### src/sv/ymrr_pkg.sv
// ============================================================================
// ymrr_pkg: shared constants for the YUV macroblock/raster reorder unit
// Register indexes, plane codes, field widths and default size limits.
// ============================================================================
package ymrr_pkg;

    // Default limits on the frame size in macroblocks.
    localparam int DEF_MAX_MB_COLUMNS = 128;
    localparam int DEF_MAX_MB_ROWS    = 128;

    // Field widths of the ports.
    localparam int DIM_W      = 8;
    localparam int BASE_W     = 22;
    localparam int BLOCK_W    = 23;
    localparam int RASTER_W   = 21;
    localparam int DATA_W     = 32;
    localparam int CFG_IDX_W  = 2;

    // Width of the internal address arithmetic.
    localparam int ADDR_W     = 24;

    // Configuration register indexes.
    localparam logic [CFG_IDX_W-1:0] CFG_WIDTH  = 2'd0;
    localparam logic [CFG_IDX_W-1:0] CFG_HEIGHT = 2'd1;
    localparam logic [CFG_IDX_W-1:0] CFG_ILV    = 2'd2;
    localparam logic [CFG_IDX_W-1:0] CFG_BASE   = 2'd3;

    // Plane codes.
    localparam logic [1:0] PLANE_Y  = 2'd0;
    localparam logic [1:0] PLANE_CB = 2'd1;
    localparam logic [1:0] PLANE_CR = 2'd2;

    // Block geometry.
    localparam logic [3:0] LUMA_LAST_ROW   = 4'd15;
    localparam logic [3:0] CHROMA_LAST_ROW = 4'd7;
    localparam logic [1:0] LUMA_LAST_WORD   = 2'd3;
    localparam logic [1:0] CHROMA_LAST_WORD = 2'd1;

endpackage

### src/sv/yuv_macroblock_raster_reorder_unit.sv
// An accepted input item is registered in the first stage, then in the
// output register. Throughput: one item per cycle unless out_stall holds
// the output; the frame counters advance at accept and the address adds
// of the second stage need no iteration. Reset: counters clear to the
// first luma word; registers: 1x1 frame, separate chroma planes, base 0.
// ============================================================================
// yuv_macroblock_raster_reorder_unit
// Pairs each streamed data word with its word address in a macroblock
// ordered YUV 4:2:0 frame and in a raster ordered planar frame.
// ============================================================================
module yuv_macroblock_raster_reorder_unit #(
    parameter int MAX_MB_COLUMNS = ymrr_pkg::DEF_MAX_MB_COLUMNS,
    parameter int MAX_MB_ROWS    = ymrr_pkg::DEF_MAX_MB_ROWS
) (
    input  logic                              clk,
    input  logic                              rst_n,

    // Configuration write channel.
    input  logic                              cfg_valid,
    output logic                              cfg_ready,
    input  logic [ymrr_pkg::CFG_IDX_W-1:0]    cfg_index,
    input  logic [ymrr_pkg::BASE_W-1:0]       cfg_data,

    // Input item channel.
    input  logic                              in_valid,
    output logic                              in_stall,
    input  logic                              restart,
    input  logic [ymrr_pkg::DATA_W-1:0]       data_word,

    // Result item channel.
    output logic                              out_valid,
    input  logic                              out_stall,
    output logic [ymrr_pkg::BLOCK_W-1:0]      block_order_address,
    output logic [ymrr_pkg::RASTER_W-1:0]     raster_address,
    output logic [ymrr_pkg::DATA_W-1:0]       word_out,
    output logic                              last_word
);

    // Counter widths and widths that can hold the limits themselves.
    localparam int CW  = (MAX_MB_COLUMNS > 1) ? $clog2(MAX_MB_COLUMNS) : 1;
    localparam int RW  = (MAX_MB_ROWS > 1) ? $clog2(MAX_MB_ROWS) : 1;
    localparam int DWC = $clog2(MAX_MB_COLUMNS + 1);
    localparam int DWR = $clog2(MAX_MB_ROWS + 1);
    localparam int LW  = RW + 4;
    localparam int AW  = ymrr_pkg::ADDR_W;

    // Configuration registers.
    logic [ymrr_pkg::DIM_W-1:0]  width_reg;
    logic [ymrr_pkg::DIM_W-1:0]  height_reg;
    logic                        ilv_reg;
    logic [ymrr_pkg::BASE_W-1:0] base_reg;

    // Frame counters.
    logic [1:0]    plane_reg;
    logic [RW-1:0] mb_row_reg;
    logic [CW-1:0] mb_col_reg;
    logic [3:0]    row_reg;
    logic [1:0]    word_reg;

    // First stage registers.
    logic                         s1_valid_reg;
    logic [1:0]                   s1_plane_reg;
    logic [CW-1:0]                s1_col_reg;
    logic [3:0]                   s1_row_reg;
    logic [1:0]                   s1_word_reg;
    logic                         s1_last_reg;
    logic [ymrr_pkg::DATA_W-1:0]  s1_data_reg;
    logic [RW+DWC-1:0]            s1_rw_reg;
    logic [LW+DWC-1:0]            s1_line_w_reg;
    logic [DWC+DWR-1:0]           s1_wh_reg;

    // Output registers.
    logic                          out_valid_reg;
    logic [ymrr_pkg::BLOCK_W-1:0]  block_reg;
    logic [ymrr_pkg::RASTER_W-1:0] raster_reg;
    logic [ymrr_pkg::DATA_W-1:0]   word_out_reg;
    logic                          last_reg;

    logic s2_ready;
    logic s1_ready;
    logic in_accept;

    logic [DWC-1:0] w_eff;
    logic [DWR-1:0] h_eff;

    logic [1:0]    plane_cur;
    logic [RW-1:0] mb_row_cur;
    logic [CW-1:0] mb_col_cur;
    logic [3:0]    row_cur;
    logic [1:0]    word_cur;
    logic [LW-1:0] line_cur;

    logic [1:0]    plane_next;
    logic [RW-1:0] mb_row_next;
    logic [CW-1:0] mb_col_next;
    logic [3:0]    row_next;
    logic [1:0]    word_next;
    logic          last_next;

    logic [3:0]     row_last;
    logic [1:0]     word_last;
    logic [DWC-1:0] col_inc;
    logic [DWR-1:0] mb_row_inc;

    logic [AW-1:0] mb_a;
    logic [AW-1:0] wh_a;
    logic [AW-1:0] start_a;
    logic [AW-1:0] y_a;
    logic [AW-1:0] x_a;
    logic [AW-1:0] line_c_a;
    logic [AW-1:0] blk_a;
    logic [AW-1:0] ras_a;
    logic [AW-1:0] block_sum;

    // Handshake: each stage moves on when the one after it can take an item.
    assign s2_ready  = !out_valid_reg || !out_stall;
    assign s1_ready  = !s1_valid_reg || s2_ready;
    assign in_stall  = !s1_ready;
    assign in_accept = in_valid && s1_ready;
    assign cfg_ready = 1'b1;

    // Configuration register writes; unknown indexes are ignored.
    always_ff @(posedge clk or negedge rst_n)
    begin
        if (!rst_n)
        begin
            width_reg  <= ymrr_pkg::DIM_W'(1);
            height_reg <= ymrr_pkg::DIM_W'(1);
            ilv_reg    <= 1'b0;
            base_reg   <= '0;
        end
        else if (cfg_valid && cfg_ready)
        begin
            case (cfg_index)
                ymrr_pkg::CFG_WIDTH:  width_reg  <= cfg_data[ymrr_pkg::DIM_W-1:0];
                ymrr_pkg::CFG_HEIGHT: height_reg <= cfg_data[ymrr_pkg::DIM_W-1:0];
                ymrr_pkg::CFG_ILV:    ilv_reg    <= cfg_data[0];
                ymrr_pkg::CFG_BASE:   base_reg   <= cfg_data;
                default:              ;
            endcase
        end
    end

    // Frame size with zero taken as one and large values held to the limit.
    always_comb
    begin
        if (width_reg == '0)
            w_eff = DWC'(1);
        else if (9'(width_reg) > 9'(MAX_MB_COLUMNS))
            w_eff = DWC'(MAX_MB_COLUMNS);
        else
            w_eff = DWC'(width_reg);

        if (height_reg == '0)
            h_eff = DWR'(1);
        else if (9'(height_reg) > 9'(MAX_MB_ROWS))
            h_eff = DWR'(MAX_MB_ROWS);
        else
            h_eff = DWR'(height_reg);
    end

    // Counter values for this item, after an optional restart.
    always_comb
    begin
        plane_cur  = restart ? ymrr_pkg::PLANE_Y : plane_reg;
        mb_row_cur = restart ? '0 : mb_row_reg;
        mb_col_cur = restart ? '0 : mb_col_reg;
        row_cur    = restart ? '0 : row_reg;
        word_cur   = restart ? '0 : word_reg;

        // Pixel line within the plane: 16 lines per macroblock row for luma,
        // 8 for chroma.
        if (plane_cur == ymrr_pkg::PLANE_Y)
            line_cur = {mb_row_cur, row_cur};
        else
            line_cur = LW'({mb_row_cur, row_cur[2:0]}) + LW'(row_cur[3]) * LW'(8);
    end

    // Counter advance: word, row, column, macroblock row, then plane.
    always_comb
    begin
        row_last   = (plane_cur == ymrr_pkg::PLANE_Y) ? ymrr_pkg::LUMA_LAST_ROW
                                                      : ymrr_pkg::CHROMA_LAST_ROW;
        word_last  = (plane_cur == ymrr_pkg::PLANE_Y) ? ymrr_pkg::LUMA_LAST_WORD
                                                      : ymrr_pkg::CHROMA_LAST_WORD;
        col_inc    = DWC'(mb_col_cur) + DWC'(1);
        mb_row_inc = DWR'(mb_row_cur) + DWR'(1);

        plane_next  = plane_cur;
        mb_row_next = mb_row_cur;
        mb_col_next = mb_col_cur;
        row_next    = row_cur;
        word_next   = word_cur;
        last_next   = 1'b0;

        if (word_cur < word_last)
        begin
            word_next = word_cur + 2'd1;
        end
        else
        begin
            word_next = '0;
            if (row_cur < row_last)
            begin
                row_next = row_cur + 4'd1;
            end
            else
            begin
                row_next = '0;
                if (col_inc < w_eff)
                begin
                    mb_col_next = col_inc[CW-1:0];
                end
                else
                begin
                    mb_col_next = '0;
                    if (mb_row_inc < h_eff)
                    begin
                        mb_row_next = mb_row_inc[RW-1:0];
                    end
                    else
                    begin
                        mb_row_next = '0;
                        if (plane_cur < ymrr_pkg::PLANE_CR)
                        begin
                            plane_next = plane_cur + 2'd1;
                        end
                        else
                        begin
                            plane_next = ymrr_pkg::PLANE_Y;
                            last_next  = 1'b1;
                        end
                    end
                end
            end
        end
    end

    // Counter registers advance at each accepted item.
    always_ff @(posedge clk or negedge rst_n)
    begin
        if (!rst_n)
        begin
            plane_reg  <= ymrr_pkg::PLANE_Y;
            mb_row_reg <= '0;
            mb_col_reg <= '0;
            row_reg    <= '0;
            word_reg   <= '0;
        end
        else if (in_accept)
        begin
            plane_reg  <= plane_next;
            mb_row_reg <= mb_row_next;
            mb_col_reg <= mb_col_next;
            row_reg    <= row_next;
            word_reg   <= word_next;
        end
    end

    // First stage valid.
    always_ff @(posedge clk or negedge rst_n)
    begin
        if (!rst_n)
            s1_valid_reg <= 1'b0;
        else if (s1_ready)
            s1_valid_reg <= in_valid;
    end

    // First stage payload: counters and the three small products.
    always_ff @(posedge clk)
    begin
        if (in_accept)
        begin
            s1_plane_reg  <= plane_cur;
            s1_col_reg    <= mb_col_cur;
            s1_row_reg    <= row_cur;
            s1_word_reg   <= word_cur;
            s1_last_reg   <= last_next;
            s1_data_reg   <= data_word;
            s1_rw_reg     <= (RW+DWC)'(mb_row_cur) * (RW+DWC)'(w_eff);
            s1_line_w_reg <= (LW+DWC)'(line_cur) * (LW+DWC)'(w_eff);
            s1_wh_reg     <= (DWC+DWR)'(w_eff) * (DWC+DWR)'(h_eff);
        end
    end

    // Second stage: address offsets from the registered products.
    always_comb
    begin
        mb_a     = AW'(s1_rw_reg) + AW'(s1_col_reg);
        wh_a     = AW'(s1_wh_reg);
        y_a      = AW'(s1_row_reg);
        x_a      = AW'(s1_word_reg);
        line_c_a = AW'(s1_line_w_reg) + AW'(s1_col_reg);

        // Chroma plane start: Cb after the luma plane, Cr a quarter plane later.
        if (s1_plane_reg == ymrr_pkg::PLANE_CR)
            start_a = (wh_a << 6) + (wh_a << 4);
        else
            start_a = wh_a << 6;

        if (s1_plane_reg == ymrr_pkg::PLANE_Y)
        begin
            blk_a = (mb_a << 6) + (y_a << 2) + x_a;
            ras_a = (line_c_a << 2) + x_a;
        end
        else
        begin
            if (ilv_reg)
                blk_a = (wh_a << 6) + (mb_a << 5)
                      + ((s1_plane_reg == ymrr_pkg::PLANE_CR) ? AW'(16) : AW'(0))
                      + (y_a << 1) + x_a;
            else
                blk_a = start_a + (mb_a << 4) + (y_a << 1) + x_a;
            ras_a = start_a + (line_c_a << 1) + x_a;
        end

        block_sum = AW'(base_reg) + blk_a;
    end

    // Output register, which holds the item while the receiver stalls.
    always_ff @(posedge clk or negedge rst_n)
    begin
        if (!rst_n)
            out_valid_reg <= 1'b0;
        else if (s2_ready)
            out_valid_reg <= s1_valid_reg;
    end

    always_ff @(posedge clk)
    begin
        if (s2_ready && s1_valid_reg)
        begin
            block_reg    <= block_sum[ymrr_pkg::BLOCK_W-1:0];
            raster_reg   <= ras_a[ymrr_pkg::RASTER_W-1:0];
            word_out_reg <= s1_data_reg;
            last_reg     <= s1_last_reg;
        end
    end

    assign out_valid           = out_valid_reg;
    assign block_order_address = block_reg;
    assign raster_address      = raster_reg;
    assign word_out            = word_out_reg;
    assign last_word           = last_reg;

endmodule

### config.mk
export PLATFORM = sky130hd
export DESIGN_NAME = yuv_macroblock_raster_reorder_unit
export DESIGN_NICKNAME = d
export VERILOG_FILES = /design/src/sv/ymrr_pkg.sv /design/src/sv/yuv_macroblock_raster_reorder_unit.sv
export SDC_FILE = /design/constraint.sdc
export NUM_CORES = 1
export LEC_CHECK = 0
export ABC_AREA = 1
export BUFFER_PORTS_ARGS = -buffer_cell sky130_fd_sc_hd__buf_2
export CAP_MARGIN = 15
export CORE_MARGIN = 2
export CORE_UTILIZATION = 40
export DETAILED_ROUTE_END_ITERATION = 10
export HOLD_SLACK_MARGIN = 0.15
export MAX_ROUTING_LAYER = met4
export SLEW_MARGIN = 20
export SYNTH_ARGS = -nofsm -noshare
export SYNTH_HDL_FRONTEND = slang
export SYNTH_SLANG_ARGS = --single-unit
### constraint.sdc
create_clock -name clk -period 7.9 [get_ports clk]
set_input_delay 0.79 -clock clk [delete_from_list [all_inputs] [get_ports clk]]
set_output_delay 0.79 -clock clk [all_outputs]
set_load 0.1 [all_outputs]
==> impl_metrics.json, run 1 <==
{
  "fmax_ghz": 0.1596,
  "crit_path_start": "restart",
  "grt_pass1_wl_mm": 98.01,
  "critPathKind": "input pin to register",
  "finalSetupTns_ns": 0,
  "syn_avg_cell_area_um2": 8.384,
  "dr.pass1.iters": 6,
  "die_h_um": 239.0,
  "yosysWarnings": 0,
  "grt_pass1_vias": 17930,
  "cts.clk_slew.worst_paths_ns": 0.06,
  "start_util_pct": 40.26,
  "powerDensity_nw_per_um2": 299.9,
  "final_max_slew_viol_count": 0,
  "netlist_instances": 2635,
  "postRouteAntennaNets": 0,
  "post_drt_wl_per_cell_um": 17.72,
  "num_io_pins": 142,
  "hold_class": "input pin to register",
  "async_flop_share_pct": 26.47,
  "grt_overflow": 0,
  "seq_area_frac_synth_pct": 30.94,
  "p_leak_nw": 12.15,
  "synth_area_leaders": "edfxtp_1 (24%), ha_1 (14%), fa_1 (11%), nand2_1 (9.6%), dfrtp_1 (6.9%)",
  "dieArea_um2": 57120,
  "clock_latency_ns": 0.59,
  "layout-drive-gt1-share_pct": 11.19,
  "final_core_util_pct": 44.90,
  "synth_top_area_share_pct": 23.79,
  "area_growth_pct": 11.53,
  "synth_common_cells": "nand2_1 (564), inv_1 (383), ha_1 (248)",
  "synth_edf_count": 175,
  "synth_nets": 3069,
  "clkSinkCount": 238,
  "r2r.worst_path.cells": 22,
  "dp_slack_ns": 1.118,
  "dr.first_iter.drc_count": 1159,
  "h-tree-depth": 1,
  "cp-endpoint": "s1_line_w_reg[16]$_DFFE_PP_",
  "die_w_um": 239.0,
  "min-delay-start": "data_word[5]",
  "crit_required_ns": 8.23,
  "nFillCells": 5350,
  "cts-hold-fix-buffers": 0,
  "synth_largest_area_cell": "edfxtp_1",
  "ys_types": 68,
  "min_period_ns": 6.266,
  "critPathMaxFanout": 19,
  "rows": 86,
  "grt_usage_pct": 22.48,
  "outcome": "finished, final reports clean",
  "relSlewSlack_pct": 33.71,
  "clock_path_buffers": 3,
  "drv_cap": 0,
  "critPathCaptureType": "register",
  "via_per_inst": 5.211,
  "drc_errors": 0,
  "finalHoldViolCount": 0,
  "netlist_area_um2": 22090,
  "final.setup_skew_ns": 0.02942,
  "vdd_ir_drop_max_mv": 0.3314,
  "crit_arrival_ns": 6.60,
  "period_share_pct": 79.32,
  "cts-buffers-inserted": 29,
  "post_cts_buffers": 0,
  "root_buffer": "clkbuf_16",
  "ys_ff_latch": 238,
  "drt-total-wl_mm": 62.20,
  "tightest_slew_ns": 0.9919,
  "setup_ws_ns": 1.634,
  "reg2reg_to": "s1_line_w_reg[16]$_DFFE_PP_",
  "portBuffers": 140,
  "grt_max_degree": 85,
  "gp_congestion": 0.9490,
  "r2r_slack_ns": 1.78,
  "vias": 18290,
  "core_um2": 54880,
  "synth_most_common_cell": "nand2_1",
  "setup_viol_count_final": 0,
  "layout.nets": 3216,
  "antenna_found_initial": 0,
  "tritoncts": "done",
  "dpl.hpwl_mm": 49.91,
  "startpoint_type": "input pin",
  "total_power_mw": 7.389,
  "grt_setup_unrepaired": "no",
  "cts-resized-gates": 0,
  "diodes": 0,
  "synthFlopType": "edfxtp_1",
  "r2r_start": "width_reg[0]$_DFFE_PN1P_"
}
metrics by stage:
stage               hold WS [ns]  instances  area, um2
floorplan                 0.4003       2635      22090
global placement          0.4011       3455      23650
detailed placement        0.4045       3455      23650
CTS                       0.3507       3509      24630
global route              0.3688       3509      24640
finish                    0.3834       3509      24640
how the worst min path moves through the flow:
stage / end / slack [ns] / cells after the start
3_3_place_gp: word_out[25]$_DFFE_PP_ / 0.40 / 0
6_report: s1_data_reg[5]$_DFFE_PP_ / 0.38 / 1
2_1_floorplan: last_word$_DFFE_PP_ / 0.40 / 0
4_1_cts: s1_data_reg[5]$_DFFE_PP_ / 0.35 / 1
3_5_place_dp: word_out[10]$_DFFE_PP_ / 0.40 / 0
5_1_grt: s1_data_reg[6]$_DFFE_PP_ / 0.37 / 1
worst max-delay path: stages:
cell and delay, ns:
buf_2 0.47, nor2_1 0.21, ha_1 0.28, ha_1 0.27
o21ai_0 0.57, inv_1 0.20, nand2_1 0.13, fa_1 0.45
fa_1 0.49, inv_1 0.05, fa_1 0.50, fa_1 0.49
ha_1 0.39, a21oi_1 0.16, or2_0 0.13, nand3_1 0.14
a21boi_1 0.26, o21ai_0 0.12, a21oi_1 0.26, o21ai_1 0.09
nand2_1 0.07, nand2_1 0.05
per-layer routing:
layer	vias to the layer above	wire length, um	share of wire, %	global-route usage [%]
met5	-	0	0	-
met4	0	1856	3.0	6.610
met3	119	3435	5.5	2.460
met2	538	29440	47	37.32
met1	8649	27460	44	29.03
li1	8981	-	-	-
final cells by class:
| type | instances | area (um2) | share of cell area, % |
|---|---|---|---|
| Timing Repair Buffer | 161 | 858.3 | 3.484 |
| Inverter | 401 | 1514 | 6.145 |
| Tap cell | 704 | 880.8 | 3.575 |
| Clock inverter | 18 | 217.7 | 0.8837 |
| Sequential cell | 238 | 6834 | 27.74 |
| Clock buffer | 36 | 772.0 | 3.133 |
| Multi-Input combinational cell | 1951 | 13560 | 55.04 |
logic make-up (layout without fill, tap and decap cells):
kind of cell | Yosys count | in the layout | synth area share [%]
adder cells (fa/ha/maj) | 372 | 372 | 25.28
buffers and inverters | 446 | 616 | 7.742
AO/OA/AOI/OAI | 437 | 437 | 11.24
multiplexers | 14 | 14 | 0.7136
other | 1 | 1 | 0.01698
flip-flops | 238 | 238 | 30.94
AND/OR/NAND/NOR | 1003 | 1003 | 19.12
XOR/XNOR | 124 | 124 | 4.950
power breakdown:
part	internal (mW)	leakage, nW	switching, mW
logic	1.23	9.18	2.94
registers	1.67	2.49	0.157
clock network	0.828	0.475	0.557
total	3.73	12.2	3.66
layout by cell type (no fill, tap or decap), types with 12 or more instances in the layout:
master and instances:
o21ai_1 20, nand2_1 564, nor2_2 14, mux2_2 14
dfrtp_1 61, xnor2_1 38, nand3_1 104, buf_2 140
xor2_1 85, o21ai_0 150, edfxtp_1 175, ha_1 248
clkbuf_16 29, nor2_1 234, o21bai_1 12, fa_1 124
inv_1 382, nor3_1 23, buf_4 21, a21oi_1 169
nand4_1 16
No activity file was read; power rests on OpenSTA's default activity.
==> run 2, diff against run 1 <==
- ABC_AREA: 1 -> 0
- clock period: 7.9 -> 5.9 ns (I/O delays scaled with it)
==> impl_metrics.json, run 2 <==
{
  "outcome": "finished, final reports clean",
  "fmax_ghz": 0.1772,
  "setup_ws_ns": 0.2575,
  "dpl.hpwl_mm": 44.23,
  "cts.clk_slew.worst_paths_ns": 0.06,
  "critPathKind": "register to register",
  "vias": 16080,
  "min_period_ns": 5.642,
  "crit_slowest_cell": "edfxtp_1",
  "clock_latency_ns": 0.59,
  "final_cells": 3058,
  "final_common_cell": "ha_1",
  "drt-total-wl_mm": 54.68,
  "startpoint_type": "register",
  "grt_pass1_vias": 16080,
  "finalHoldViolCount": 0,
  "mostFrequentLayoutCells": "ha_1 (247), nand2_1 (225), inv_1 (205)",
  "num_io_pins": 142,
  "setup_viol_count_final": 0,
  "netlist_instances": 2116,
  "rows": 83,
  "layout.nets": 2790,
  "h-tree-depth": 1,
  "synth_largest_area_cell": "edfxtp_1",
  "dp_slack_ns": -0.01637,
  "tightest_slew_ns": 1.081,
  "grt_overflow": 0,
  "post_cts_buffers": 0,
  "grt_setup_unrepaired": "yes",
  "dr.first_iter.drc_count": 795,
  "finalSetupTns_ns": 0,
  "gp_congestion": 0.9196,
  "crit_arrival_ns": 5.97,
  "cp_common_cell": "ha_1",
  "antenna_found_initial": 2,
  "cts-buffers-inserted": 29,
  "synthFlopType": "edfxtp_1",
  "core_um2": 51410,
  "diodes": 0,
  "final.setup_skew_ns": 0.01721,
  "post_drt_wl_per_cell_um": 17.88,
  "synth_common_cells": "ha_1 (248), nand2_1 (226), inv_1 (206), nor2_1 (206), edfxtp_1 (175)",
  "final_max_slew_viol_count": 0,
  "powerDensity_nw_per_um2": 369.1,
  "syn_avg_cell_area_um2": 9.864,
  "netlist_area_um2": 20870,
  "yosysWarnings": 0,
  "postRouteAntennaNets": 0,
  "period_share_pct": 95.63,
  "p_leak_nw": 11.42,
  "ys_types": 74,
  "critPathTopFamily": "compound AO/OA/AOI/OAI gates",
  "die_w_um": 232.4,
  "dieArea_um2": 54020,
  "critPathCaptureType": "register",
  "path_buf_inv": 1,
  "relSlewSlack_pct": 27.95,
  "tritoncts": "done",
  "clkSinkCount": 238,
  "async_flop_share_pct": 26.47,
  "drc_errors": 0,
  "start_util_pct": 40.60,
  "synth_edf_count": 175,
  "synth_nets": 2550,
  "crit_required_ns": 6.22,
  "layout-drive-gt1-share_pct": 17.12,
  "area_growth_pct": 16.59,
  "synth_area_leaders": "edfxtp_1 (25%), ha_1 (15%), fa_1 (12%), dfrtp_1 (7.3%), xnor2_1 (4.3%)",
  "slowest_delay_ns": 0.40,
  "grt_pass1_wl_mm": 85.99,
  "grt_max_degree": 64,
  "dr.pass1.iters": 5,
  "synth_top_area_share_pct": 25.18,
  "synth_most_common_cell": "ha_1",
  "dp.cells": 3004,
  "via_per_inst": 5.257,
  "critPathMaxFanout": 5,
  "clock_path_buffers": 3,
  "root_buffer": "clkbuf_16",
  "hold_ws_ns": 0.1517,
  "grt_usage_pct": 20.89,
  "die_h_um": 232.4,
  "drv_cap": 0,
  "ys_ff_latch": 238,
  "hold_class": "input pin to async pin",
  "seq_area_frac_synth_pct": 32.74,
  "vdd_ir_drop_max_mv": 0.3358,
  "portBuffers": 140
}
[run 2: cell count changes after synthesis, moves of 29 or more]
cell / previous run / this run
mux2_2: 14 / 48
o21ai_0: 150 / 89
xor2_1: 85 / 46
xnor2_1: 38 / 102
a21oi_1: 170 / 101
a21o_1: 11 / 41
nor2_1: 235 / 206
nor2b_1: 0 / 38
inv_1: 383 / 206
nand3_1: 104 / 33
nand2_1: 564 / 226
[run 2: worst paths after layout]
check	start	to	slack, ns	depth (start not counted)
max	s1_col_reg[0]$_DFFE_PP_	block_order_address[22]$_DFFE_PP_	0.26	26
min	rst_n	mb_col_reg[6]$_DFFE_PN0P_	0.15	2
max reg2reg	s1_col_reg[0]$_DFFE_PP_	block_order_address[22]$_DFFE_PP_	0.26	26
min reg2reg	s1_data_reg[25]$_DFFE_PP_	word_out[25]$_DFFE_PP_	0.42	0
max in group asynchronous	rst_n	base_reg[21]$_DFFE_PN0P_	5.12	2
min in group clk	data_word[22]	s1_data_reg[22]$_DFFE_PP_	0.18	1
[run 2: layer usage]
| metal | vias up | GRT usage [%] | routed length (um) |
|---|---|---|---|
| met5 | - | - | 0 |
| met4 | 0 | 6.510 | 1886 |
| met3 | 101 | 3.100 | 2970 |
| met2 | 379 | 34.64 | 25890 |
| met1 | 7752 | 26.33 | 23930 |
| li1 | 7843 | - | - |
[run 2: worst reg2reg max path, delay by kind of cell, from the launching register on]
family	cells	cell delay (ns)
compound gates	12	2.19
xor+xnor	2	0.34
fa+ha+maj	5	1.39
buf+inv	1	0.07
flops	1	0.40
simple gates	6	1.00
[run 2: stage by stage]
stage | instance area [um2] | power (mW) | utilization, %
detailed placement | 23190 | 7.018 | 45.12
floorplan | 20900 | 5.841 | -
finish | 24330 | 8.980 | 47.34
global route | 24330 | 9.569 | 47.34
CTS | 24240 | 9.005 | 47.15
global placement | 23190 | 6.938 | 45.12
[run 2: layout make-up]
| cell class | instances | area (um2) |
|---|---|---|
| multi-input cells | 1615 | 13180 |
| flip-flops and latches | 238 | 6834 |
| well taps | 680 | 850.8 |
| fillers | 4816 | 27070 |
| inverters | 209 | 787.0 |
| clock inverters | 18 | 279.0 |
| repair buffers | 263 | 1652 |
| clock buffers | 35 | 748.2 |
[run 2: cell families after synthesis]
kind of cell / after synthesis / synth area share, %
XOR/XNOR: 149 / 6.319
AO/OA/AOI/OAI: 399 / 12.79
AND/OR/NAND/NOR: 642 / 13.84
adder cells (fa/ha/maj): 372 / 26.76
flip-flops: 238 / 32.74
multiplexers: 52 / 2.782
other: 1 / 0.01797
buffers and inverters: 263 / 4.748
[run 2: power by group]
part	leakage, nW	internal, mW	total (mW)	switching [mW]
clock network	0.483	1.18	1.93	0.757
logic	8.45	1.72	4.71	2.98
registers	2.49	2.17	2.34	0.176
total	11.4	5.06	8.98	3.92
[run 2: timing repair]
item / in CTS / in global routing
hold buffers: 1 / 0
setup endpoints to repair: 1 / 10
hold endpoints to repair: 1 / 0
pin swaps: 0 / 8
resized for setup: 1 / 24
==> run 3, diff against run 2 <==
- PLACE_DENSITY: unset -> 0.67
- SETUP_SLACK_MARGIN: unset -> 0.2
==> impl_metrics.json, run 3 (synthesis gave the netlist of run 2 again) <==
{
  "cts-buffers-inserted": 30,
  "fmax_ghz": 0.1816,
  "hold_class": "input pin to async pin",
  "reg2reg_to": "block_order_address[22]$_DFFE_PP_",
  "crit_slowest_cell": "edfxtp_1",
  "drv_cap": 0,
  "layout-drive-gt1-share_pct": 17.87,
  "slowest_delay_ns": 0.36,
  "final_common_cell": "ha_1",
  "tightest_slew_ns": 1.043,
  "clock_path_buffers": 3,
  "critPathCaptureType": "register",
  "relSlewSlack_pct": 30.50,
  "min_period_ns": 5.507,
  "p_leak_nw": 11.41,
  "antenna_found_initial": 2,
  "mostFrequentLayoutCells": "ha_1 (235), nand2_1 (224), inv_1 (203), nor2_1 (203), edfxtp_1 (175)",
  "post_drt_wl_per_cell_um": 18.04,
  "h-tree-depth": 1,
  "grt_pass1_wl_mm": 88.26,
  "start_util_pct": 40.60,
  "hold_ws_ns": 0.1650,
  "final.setup_skew_ns": 0.01985,
  "rows": 83,
  "layout.nets": 2802,
  "drt-total-wl_mm": 55.39,
  "die_h_um": 232.4,
  "grt_overflow": 0,
  "vdd_ir_drop_max_mv": 0.3003,
  "setup_viol_count_final": 0,
  "finalHoldViolCount": 0,
  "dp.cells": 2970,
  "outcome": "finished, final reports clean",
  "crit_arrival_ns": 5.85,
  "dieArea_um2": 54020,
  "dr.first_iter.drc_count": 788,
  "grt_max_degree": 68,
  "period_share_pct": 93.33,
  "r2r_start": "s1_col_reg[0]$_DFFE_PP_",
  "core_um2": 51410,
  "cts.clk_slew.worst_paths_ns": 0.06,
  "vias": 16200,
  "grt_usage_pct": 21.26,
  "gp_congestion": 0.9224,
  "clock_latency_ns": 0.60,
  "powerDensity_nw_per_um2": 364.0,
  "postRouteAntennaNets": 0,
  "drc_errors": 0,
  "final_max_slew_viol_count": 0,
  "dpl.hpwl_mm": 44.07,
  "critPathKind": "register to register",
  "clkSinkCount": 238,
  "tritoncts": "done",
  "r2r_slack_ns": 0.39,
  "grt_setup_unrepaired": "yes",
  "final_cells": 3070,
  "r2r.worst_path.cells": 27,
  "portBuffers": 140,
  "area_growth_pct": 18.01,
  "crit_required_ns": 6.24,
  "grt_pass1_vias": 16600,
  "dr.pass1.iters": 5,
  "diodes": 0,
  "num_io_pins": 142,
  "via_per_inst": 5.276,
  "critPathMaxFanout": 5,
  "root_buffer": "clkbuf_16",
  "startpoint_type": "register",
  "die_w_um": 232.4
}
[run 3: metal layers]
metal	vias to the layer above	part of all wire [%]	track usage, %
li1	7859	-	-
met1	7878	44	26.51
met2	370	49	36.64
met3	91	4.1	2.341
met4	0	2.9	5.629
met5	-	0	-
[run 3: critical path, delay by kind of cell (launching register included)]
kind | cells | cell delay (ns)
AND/OR/NAND/NOR | 7 | 1.09
flip-flops | 1 | 0.36
AO/OA/AOI/OAI | 11 | 1.88
adder cells (fa/ha/maj) | 5 | 1.44
XOR/XNOR | 2 | 0.31
buffers and inverters | 2 | 0.16
[run 3: worst max-delay path by stage]
stage | depth (start not counted) | to | start | slack, ns
final | 27 | block_order_address[22]$_DFFE_PP_ | s1_col_reg[0]$_DFFE_PP_ | 0.39
after global routing | 29 | block_order_address[22]$_DFFE_PP_ | s1_col_reg[0]$_DFFE_PP_ | 0.12
after CTS | 28 | block_order_address[22]$_DFFE_PP_ | s1_col_reg[0]$_DFFE_PP_ | 0.23
after detailed placement | 28 | block_order_address[22]$_DFFE_PP_ | s1_col_reg[0]$_DFFE_PP_ | -0.02
after global placement | 26 | block_order_address[22]$_DFFE_PP_ | s1_wh_reg[2]$_DFFE_PP_ | 0.14
after floorplan | 23 | s1_line_w_reg[18]$_DFFE_PP_ | restart | 0.20
[run 3: repair_timing]
item,in CTS,in global routing
pin swaps,3,40
setup endpoints to repair,3,18
hold buffers,31,0
gates resized for setup,10,64
buffers inserted,0,15
endpoints found under the hold margin,31,0
[run 3: final cells by class]
cell class | instances | area, um2
clock inverter | 22 | 187.7
clock buffer | 32 | 758.2
sequential | 238 | 6837
fill | 4793 | 26770
tap | 680 | 850.8
multi-input combinational | 1615 | 13430
timing repair buffer | 274 | 1784
inverter | 209 | 787.0
[run 3: power by group]
| group | internal [mW] | total [mW] | switching, mW |
|---|---|---|---|
| Combinational | 1.81 | 4.85 | 3.05 |
| Sequential | 2.17 | 2.35 | 0.187 |
| Clock | 0.987 | 1.76 | 0.773 |
| Total | 4.96 | 8.97 | 4.01 |
[run 3: stage by stage]
step                setup TNS (ns)  utilization (%)  area, um2  worst slack (ns)  power, mW
finish                           0            47.92      24630            0.3934      8.966
global route                     0            47.92      24630            0.1185      9.566
CTS                              0            47.21      24270            0.2262      8.822
detailed placement        -0.01829            44.68      22970          -0.01829      6.959
global placement                 0            44.68      22970            0.1359      6.854
floorplan                        0                -      20960            0.2041      5.842
